$ cat src/rtl/core/pidc_pkg.sv
`default_nettype none
// ----------------------------------------------------------------------------
// pidc_pkg
// Shared types and constants of the multichannel PID controller: beat
// structs, field widths, gain layout and output limits.
// ----------------------------------------------------------------------------
package pidc_pkg;

	localparam int NUM_CHANNELS_DEF = 4;
	localparam int CH_W             = 2;
	localparam int CFG_IDX_W        = 2;
	localparam int CFG_DATA_W       = 48;

	localparam int SMP_W   = 16;
	localparam int ERR_W   = SMP_W + 1;
	localparam int SUM_W   = 32;
	localparam int DIFF_W  = ERR_W + 1;
	localparam int GAIN_W  = 16;
	localparam int STATE_W = SUM_W + ERR_W;

	localparam int KP_LSB = 0;
	localparam int KI_LSB = 16;
	localparam int KD_LSB = 32;

	localparam int PROD_P_W = GAIN_W + ERR_W;
	localparam int PROD_I_W = GAIN_W + SUM_W;
	localparam int PROD_D_W = GAIN_W + DIFF_W;
	localparam int ACC_W    = PROD_I_W + 2;
	localparam int FRAC_SH  = 8;
	localparam int Q_W      = ACC_W - FRAC_SH;

	localparam int DRIVE_MAX = 25600;
	localparam int DRIVE_MIN = -32768;

	typedef struct packed {
		logic [CH_W-1:0]         channel;
		logic signed [SMP_W-1:0] setpoint;
		logic signed [SMP_W-1:0] feedback;
	} in_beat_t;

	typedef struct packed {
		logic [CH_W-1:0]         out_channel;
		logic signed [SMP_W-1:0] drive;
		logic                    clamped;
	} out_beat_t;

endpackage
`default_nettype wire

$ cat src/rtl/core/pidc_ram.sv
`default_nettype none
// ----------------------------------------------------------------------------
// pidc_ram
// Generic single-write, single-read synchronous RAM with registered read.
// ----------------------------------------------------------------------------
module pidc_ram #(
	parameter int WIDTH = 8,
	parameter int DEPTH = 4,
	parameter int AW    = (DEPTH > 1) ? $clog2(DEPTH) : 1
) (
	input  wire logic             clk,
	input  wire logic             wr_en,
	input  wire logic [AW-1:0]    wr_addr,
	input  wire logic [WIDTH-1:0] wr_data,
	input  wire logic             rd_en,
	input  wire logic [AW-1:0]    rd_addr,
	output logic      [WIDTH-1:0] rd_data
);

	logic [WIDTH-1:0] mem [DEPTH];

	always_ff @(posedge clk) begin
		if (wr_en) begin
			mem[wr_addr] <= wr_data;
		end
		if (rd_en) begin
			rd_data <= mem[rd_addr];
		end
	end

endmodule
`default_nettype wire

$ cat src/rtl/core/multichannel_pid_controller_top.sv
`default_nettype none
// ----------------------------------------------------------------------------
// multichannel_pid_controller_top
// Per-channel PID controller with saturating integrator and clamped output.
// ----------------------------------------------------------------------------
// Takes one sample beat per clock while sample_stall is low and returns one
// result beat per sample, in order. After acceptance a sample passes the
// stage 1, stage 2, stage 3 and result registers; output stalls hold it.
// Integrator and previous error of each channel sit in a small state RAM that
// is read on acceptance and written back when the sample leaves stage 1. A
// forwarding register covers back-to-back samples on the same channel, and
// per-channel valid flags make the RAM read as zero after reset, so no
// clearing pass is needed. The three gain products are formed in their own
// stage, and the sum, shift and clamp in the next. Gains are to be written
// through the configuration port while the block is idle; it does not check.
// ----------------------------------------------------------------------------
module multichannel_pid_controller_top #(
	parameter int NUM_CHANNELS = pidc_pkg::NUM_CHANNELS_DEF
) (
	input  wire logic                           clk,
	input  wire logic                           arst_n,
	input  wire logic                           sample_valid,
	output logic                                sample_stall,
	input  wire pidc_pkg::in_beat_t             sample,
	output logic                                result_valid,
	input  wire logic                           result_stall,
	output pidc_pkg::out_beat_t                 result,
	input  wire logic                           cfg_wr_en,
	input  wire logic [pidc_pkg::CFG_IDX_W-1:0] cfg_index,
	input  wire logic [pidc_pkg::CFG_DATA_W-1:0] cfg_data
);
	import pidc_pkg::*;

	localparam int AW = (NUM_CHANNELS > 1) ? $clog2(NUM_CHANNELS) : 1;

	logic [CFG_DATA_W-1:0] gains_q [NUM_CHANNELS];
	logic [NUM_CHANNELS-1:0] seen_q;

	logic take, out_free, s3_free, s2_free, s1_free;

	logic                    valid_s1, inr_s1, seen_s1, byp_hit_s1;
	logic [CH_W-1:0]         ch_s1;
	logic signed [ERR_W-1:0] err_s1;
	logic [STATE_W-1:0]      byp_data_s1;

	logic                     valid_s2, inr_s2;
	logic [CH_W-1:0]          ch_s2;
	logic signed [ERR_W-1:0]  err_s2;
	logic signed [SUM_W-1:0]  sum_s2;
	logic signed [DIFF_W-1:0] diff_s2;
	logic signed [GAIN_W-1:0] kp_s2, ki_s2, kd_s2;

	logic                       valid_s3, inr_s3;
	logic [CH_W-1:0]            ch_s3;
	logic signed [PROD_P_W-1:0] prod_p_s3;
	logic signed [PROD_I_W-1:0] prod_i_s3;
	logic signed [PROD_D_W-1:0] prod_d_s3;

	logic      result_valid_q;
	out_beat_t result_q;

	logic              wr_en;
	logic [AW-1:0]     wr_addr, rd_addr, addr_s1;
	logic [STATE_W-1:0] wr_data, rd_data, state_s1;
	logic              smp_inr;

	logic signed [SUM_W-1:0]  sum_old, sum_new;
	logic signed [ERR_W-1:0]  prev_err;
	logic signed [SUM_W:0]    sum_wide;
	logic signed [DIFF_W-1:0] diff_s1;
	logic [CFG_DATA_W-1:0]    gains_s1;

	logic signed [ACC_W-1:0] acc;
	logic signed [Q_W-1:0]   q;
	out_beat_t               res_d;

	// handshake and stage advance
	assign out_free     = !result_valid_q || !result_stall;
	assign s3_free      = !valid_s3 || out_free;
	assign s2_free      = !valid_s2 || s3_free;
	assign s1_free      = !valid_s1 || s2_free;
	assign sample_stall = !s1_free;
	assign take         = sample_valid && s1_free;
	assign result_valid = result_valid_q;
	assign result       = result_q;

	assign smp_inr = {1'b0, sample.channel} < (CH_W+1)'(NUM_CHANNELS);
	assign rd_addr = sample.channel[AW-1:0];
	assign addr_s1 = ch_s1[AW-1:0];

	// configuration
	always_ff @(posedge clk or negedge arst_n) begin
		if (!arst_n) begin
			for (int i = 0; i < NUM_CHANNELS; i++) begin
				gains_q[i] <= '0;
			end
		end else if (cfg_wr_en && ({1'b0, cfg_index} < (CFG_IDX_W+1)'(NUM_CHANNELS))) begin
			gains_q[cfg_index[AW-1:0]] <= cfg_data;
		end
	end

	pidc_ram #(
		.WIDTH (STATE_W),
		.DEPTH (NUM_CHANNELS),
		.AW    (AW)
	) u_state_ram (
		.clk     (clk),
		.wr_en   (wr_en),
		.wr_addr (wr_addr),
		.wr_data (wr_data),
		.rd_en   (take),
		.rd_addr (rd_addr),
		.rd_data (rd_data)
	);

	// stage 1: read-modify-write of channel state
	always_comb begin
		if (byp_hit_s1) begin
			state_s1 = byp_data_s1;
		end else if (seen_s1) begin
			state_s1 = rd_data;
		end else begin
			state_s1 = '0;
		end
		sum_old  = state_s1[STATE_W-1 -: SUM_W];
		prev_err = state_s1[ERR_W-1:0];
		sum_wide = (SUM_W+1)'(sum_old) + (SUM_W+1)'(err_s1);
		if (sum_wide[SUM_W] != sum_wide[SUM_W-1]) begin
			sum_new = sum_wide[SUM_W] ? {1'b1, {(SUM_W-1){1'b0}}} : {1'b0, {(SUM_W-1){1'b1}}};
		end else begin
			sum_new = sum_wide[SUM_W-1:0];
		end
		diff_s1  = DIFF_W'(err_s1) - DIFF_W'(prev_err);
		gains_s1 = gains_q[addr_s1];
	end

	assign wr_en   = valid_s1 && s2_free && inr_s1;
	assign wr_addr = addr_s1;
	assign wr_data = {sum_new, err_s1};

	always_ff @(posedge clk or negedge arst_n) begin
		if (!arst_n) begin
			seen_q <= '0;
		end else if (wr_en) begin
			seen_q[wr_addr] <= 1'b1;
		end
	end

	always_ff @(posedge clk or negedge arst_n) begin
		if (!arst_n) begin
			valid_s1 <= 1'b0;
		end else if (s1_free) begin
			valid_s1 <= take;
		end
	end

	always_ff @(posedge clk) begin
		if (take) begin
			ch_s1       <= sample.channel;
			inr_s1      <= smp_inr;
			err_s1      <= ERR_W'(sample.setpoint) - ERR_W'(sample.feedback);
			seen_s1     <= smp_inr && seen_q[rd_addr];
			byp_hit_s1  <= wr_en && (wr_addr == rd_addr);
			byp_data_s1 <= wr_data;
		end
	end

	// stage 2: operands
	always_ff @(posedge clk or negedge arst_n) begin
		if (!arst_n) begin
			valid_s2 <= 1'b0;
		end else if (s2_free) begin
			valid_s2 <= valid_s1;
		end
	end

	always_ff @(posedge clk) begin
		if (valid_s1 && s2_free) begin
			ch_s2   <= ch_s1;
			inr_s2  <= inr_s1;
			err_s2  <= err_s1;
			sum_s2  <= sum_new;
			diff_s2 <= diff_s1;
			kp_s2   <= gains_s1[KP_LSB +: GAIN_W];
			ki_s2   <= gains_s1[KI_LSB +: GAIN_W];
			kd_s2   <= gains_s1[KD_LSB +: GAIN_W];
		end
	end

	// stage 3: products
	always_ff @(posedge clk or negedge arst_n) begin
		if (!arst_n) begin
			valid_s3 <= 1'b0;
		end else if (s3_free) begin
			valid_s3 <= valid_s2;
		end
	end

	always_ff @(posedge clk) begin
		if (valid_s2 && s3_free) begin
			ch_s3     <= ch_s2;
			inr_s3    <= inr_s2;
			prod_p_s3 <= PROD_P_W'(kp_s2 * err_s2);
			prod_i_s3 <= PROD_I_W'(ki_s2 * sum_s2);
			prod_d_s3 <= PROD_D_W'(kd_s2 * diff_s2);
		end
	end

	// sum, scale and clamp
	always_comb begin
		acc = ACC_W'(prod_p_s3) + ACC_W'(prod_i_s3) + ACC_W'(prod_d_s3);
		q   = Q_W'(acc >>> FRAC_SH);
		res_d.out_channel = ch_s3;
		res_d.drive       = '0;
		res_d.clamped     = 1'b0;
		if (inr_s3) begin
			if (q > Q_W'(DRIVE_MAX)) begin
				res_d.drive   = SMP_W'(DRIVE_MAX);
				res_d.clamped = 1'b1;
			end else if (q < Q_W'(DRIVE_MIN)) begin
				res_d.drive   = SMP_W'(DRIVE_MIN);
				res_d.clamped = 1'b1;
			end else begin
				res_d.drive = q[SMP_W-1:0];
			end
		end
	end

	always_ff @(posedge clk or negedge arst_n) begin
		if (!arst_n) begin
			result_valid_q <= 1'b0;
		end else if (out_free) begin
			result_valid_q <= valid_s3;
		end
	end

	always_ff @(posedge clk) begin
		if (valid_s3 && out_free) begin
			result_q <= res_d;
		end
	end

`ifndef SYNTHESIS
	a_out_of_range_zero: assert property (@(posedge clk) disable iff (!arst_n)
		result_valid && ({1'b0, result.out_channel} >= (CH_W+1)'(NUM_CHANNELS))
		|-> (result.drive == '0) && !result.clamped)
		else $error("out-of-range channel gave nonzero result");

	a_clamp_at_bound: assert property (@(posedge clk) disable iff (!arst_n)
		result_valid && result.clamped
		|-> (result.drive == SMP_W'(DRIVE_MAX)) || (result.drive == SMP_W'(DRIVE_MIN)))
		else $error("clamp flag without drive at a limit");

	a_drive_max: assert property (@(posedge clk) disable iff (!arst_n)
		result_valid |-> (result.drive <= SMP_W'(DRIVE_MAX)))
		else $error("drive above upper limit");

	a_write_in_range: assert property (@(posedge clk) disable iff (!arst_n)
		wr_en |-> ({1'b0, ch_s1} < (CH_W+1)'(NUM_CHANNELS)))
		else $error("state write to channel out of range");
`endif

endmodule
`default_nettype wire
$ cat config.mk
export PLATFORM = sky130hd
export DESIGN_NAME = multichannel_pid_controller_top
export DESIGN_NICKNAME = d
export VERILOG_FILES = /design/src/rtl/core/pidc_pkg.sv /design/src/rtl/core/pidc_ram.sv /design/src/rtl/core/multichannel_pid_controller_top.sv
export SDC_FILE = /design/constraint.sdc
export NUM_CORES = 2
export LEC_CHECK = 0
export ABC_CLOCK_PERIOD_IN_PS = 7560
export CORE_MARGIN = 4
export CORE_UTILIZATION = 60
export CTS_BUF_LIST = sky130_fd_sc_hd__clkbuf_4
export DETAILED_ROUTE_END_ITERATION = 10
export DONT_BUFFER_PORTS = 1
export PLACE_DENSITY = 0.76
export SKIP_CTS_REPAIR_TIMING = 1
export SYNTH_ARGS = -nofsm -noshare
export SYNTH_HDL_FRONTEND = slang
export SYNTH_SLANG_ARGS = --single-unit
$ cat constraint.sdc
create_clock -name clk -period 7.56 [get_ports clk]
set_clock_uncertainty 0.2 [all_clocks]
set_input_delay 1.512 -clock clk [delete_from_list [all_inputs] [get_ports clk]]
set_output_delay 1.512 -clock clk [all_outputs]
set_load 0.005 [all_outputs]
==> impl_metrics.toml <==
[outcome]
status = "complete, no violations"

[sta]
finalCriticalPeriod_ns = 7.35
setup_viol_count_final = 0
final.setup.tns_ns = 0
finalMaxSlewViolations = 0
tightest_slew_ns = 1.06
fmax_mhz = 136
slew_headroom_pct = 29.5
hold_viol = 0
hold_ws_ns = 0.221
finalCritPeriodShare_pct = 97.2

[clocking]
clock_path_buffers = 3
clock-sinks = 768
cts_made_buffers = 195
clk_pin_slew_ns = 0.07
cts_tree = "yes"
clock_latency_ns = 1.11
cts-root-buf = "clkbuf_4"
htree_levels = 4

[logic_synthesis]
async_flop_share_pct = 26.0
synthTopCellsByArea = "fa_1, edfxtp_1, dfrtp_1"
yosysTopAreaCell = "fa_1"
synth_commonest_cells = "inv_1, fa_1, nand2_1"
synth_most_common_cell = "inv_1"
yosysUniqueCellTypes = 94
ys_seq_elements = 768
synth_top_area_share_pct = 30.3
synth-edff-count = 568
yosysSeqAreaShare_pct = 30.3
ys_warn_count = 0
synth_nets = 8063
syn_area_um2 = 72900
syn_inst = 6475
syn_area_per_cell_um2 = 11.3
synth_top_flop_cell = "edfxtp_1"

[hold_path]
hp-class = "reg -> reg"
min_path_cells = 0

[placement]
port_buffers = 0
gp_congestion = 0.947
dp_hpwl_um = 136000
dp_cells = 7978

[cells_and_area]
regArea_um2 = 22100
multi_input_comb_area_um2 = 45200
fillers = 9155
areaGrowthSynthToFinish_pct = 7.42
final_cell_count_no_fill = 8392
nets = 8197
drive_gt1_share_pct = 12.8

[global_route]
overflow = 0
antenna_found_initial = 6
grt_pass1_wl_um = 280000
grt_max_degree = 201
grt_pass1_vias = 51400
track_usage_pct = 28.5

[route]
final_antenna_net_count = 0
drt-wirelength-per-cell_um = 20.8
drt-total-wl_um = 175000
vias = 47600
post-route-drc-count = 0
drt-initial-drc-count = 3617
viasPerCell = 5.68
dr.pass1.iters = 6

[worst_setup_path]
worstPathMaxFanout = 21
crit_required_ns = 8.21
endpoint_kind = "register"
reg2regPathDepth = 23
critPathLaunchType = "register"
arrival_ns = 8.00
crit_type = "reg -> reg"

[floorplan]
core-area_um2 = 120000
io_pins = 110
die_w_um = 357
rows = 127
fp.dieH_um = 357
initial_core_util_pct = 60.6
die_area_um2 = 127000

[job]
drv_cap = 0
layout by cell type, fill, tap and decap left out, types with 160 or more instances in the layout:
cell      instances
a21oi_1         188
and2_1          413
buf_4           166
clkbuf_4        287
dfrtp_1         200
edfxtp_1        568
fa_1           1102
ha_1            397
inv_1          1270
mux2_2          192
nand2_1         694
nor2_1          160
critical path, cell delays in order, from the launching register on:
cell      delay [ns]
edfxtp_1        0.65
buf_4           0.35
nand2_1         0.13
fa_1            0.56
inv_1           0.07
fa_1            0.50
fa_1            0.56
fa_1            0.46
fa_1            0.49
inv_1           0.05
fa_1            0.47
inv_1           0.04
ha_1            0.37
a21o_1          0.22
a21o_1          0.18
a21oi_1         0.17
nor3_1          0.08
nor3_1          0.27
a21oi_2         0.13
o31a_1          0.36
a311o_1         0.37
a21o_1          0.19
a21oi_1         0.17
xnor2_1         0.09
area by class of cell:
class | count | area share (%)
multi-input cells | 4190 | 57.7
clock inverters | 76 | 0.654
diodes | 5 | 0.0160
flip-flops and latches | 768 | 28.2
repair buffers | 182 | 2.01
inverters | 1272 | 6.10
well taps | 1612 | 2.58
clock buffers | 287 | 2.75
cell families after synthesis:
logic type / Yosys count / share of synthesized area (%)
adder cells (fa/ha/maj): 1505 / 37.2
AND/OR/NAND/NOR: 1559 / 10.4
buffers and inverters: 1517 / 7.85
multiplexers: 293 / 6.03
flip-flops: 768 / 30.3
XOR/XNOR: 203 / 2.44
AO/OA/AOI/OAI: 630 / 5.82
worst paths after layout:
path,startpoint,to,slack [ns]
max reg2reg,ki_s2[10],prod_i_s3[45],0.21
max,ki_s2[10],prod_i_s3[45],0.21
min reg2reg,ch_s2[1],ch_s3[1],0.22
min,ch_s2[1],ch_s3[1],0.22
max in group asynchronous,arst_n,gains_q[187],6.01
min in group asynchronous,arst_n,seen_q[2],0.29
per-stage QoR:
step	utilization, %	worst slack, ns	instance area [um^2]
2_1_floorplan	-	0.411	72900
3_3_place_gp	62.4	0.110	75000
3_5_place_dp	62.4	0.0997	75000
4_1_cts	64.6	0.130	77700
5_1_grt	65.1	-0.00587	78300
6_report	65.1	0.209	78300
registers in the layout, indices dropped and copies added (netlist names), 18 cells and up:
signal	count
byp_data_s1	49
diff_s2	18
gains_q	192
prod_d_s3	34
prod_i_s3	48
prod_p_s3	33
result	19
sum_s2	32
u_state_ram.mem	196
u_state_ram.rd_data	49
layer usage:
layer  global-route usage, %  part of all wire, %  vias to the layer above
met5                       0               0.0069                        -
met4                    9.75                  3.2                        2
met3                    7.00                  9.2                      331
met2                    45.3                   47                     1915
met1                    38.8                   41                    24300
li1                        -                    -                    21100
Power is not shown: default switching activity piles up to over one toggle a cycle in this logic, so the estimate is an artifact.
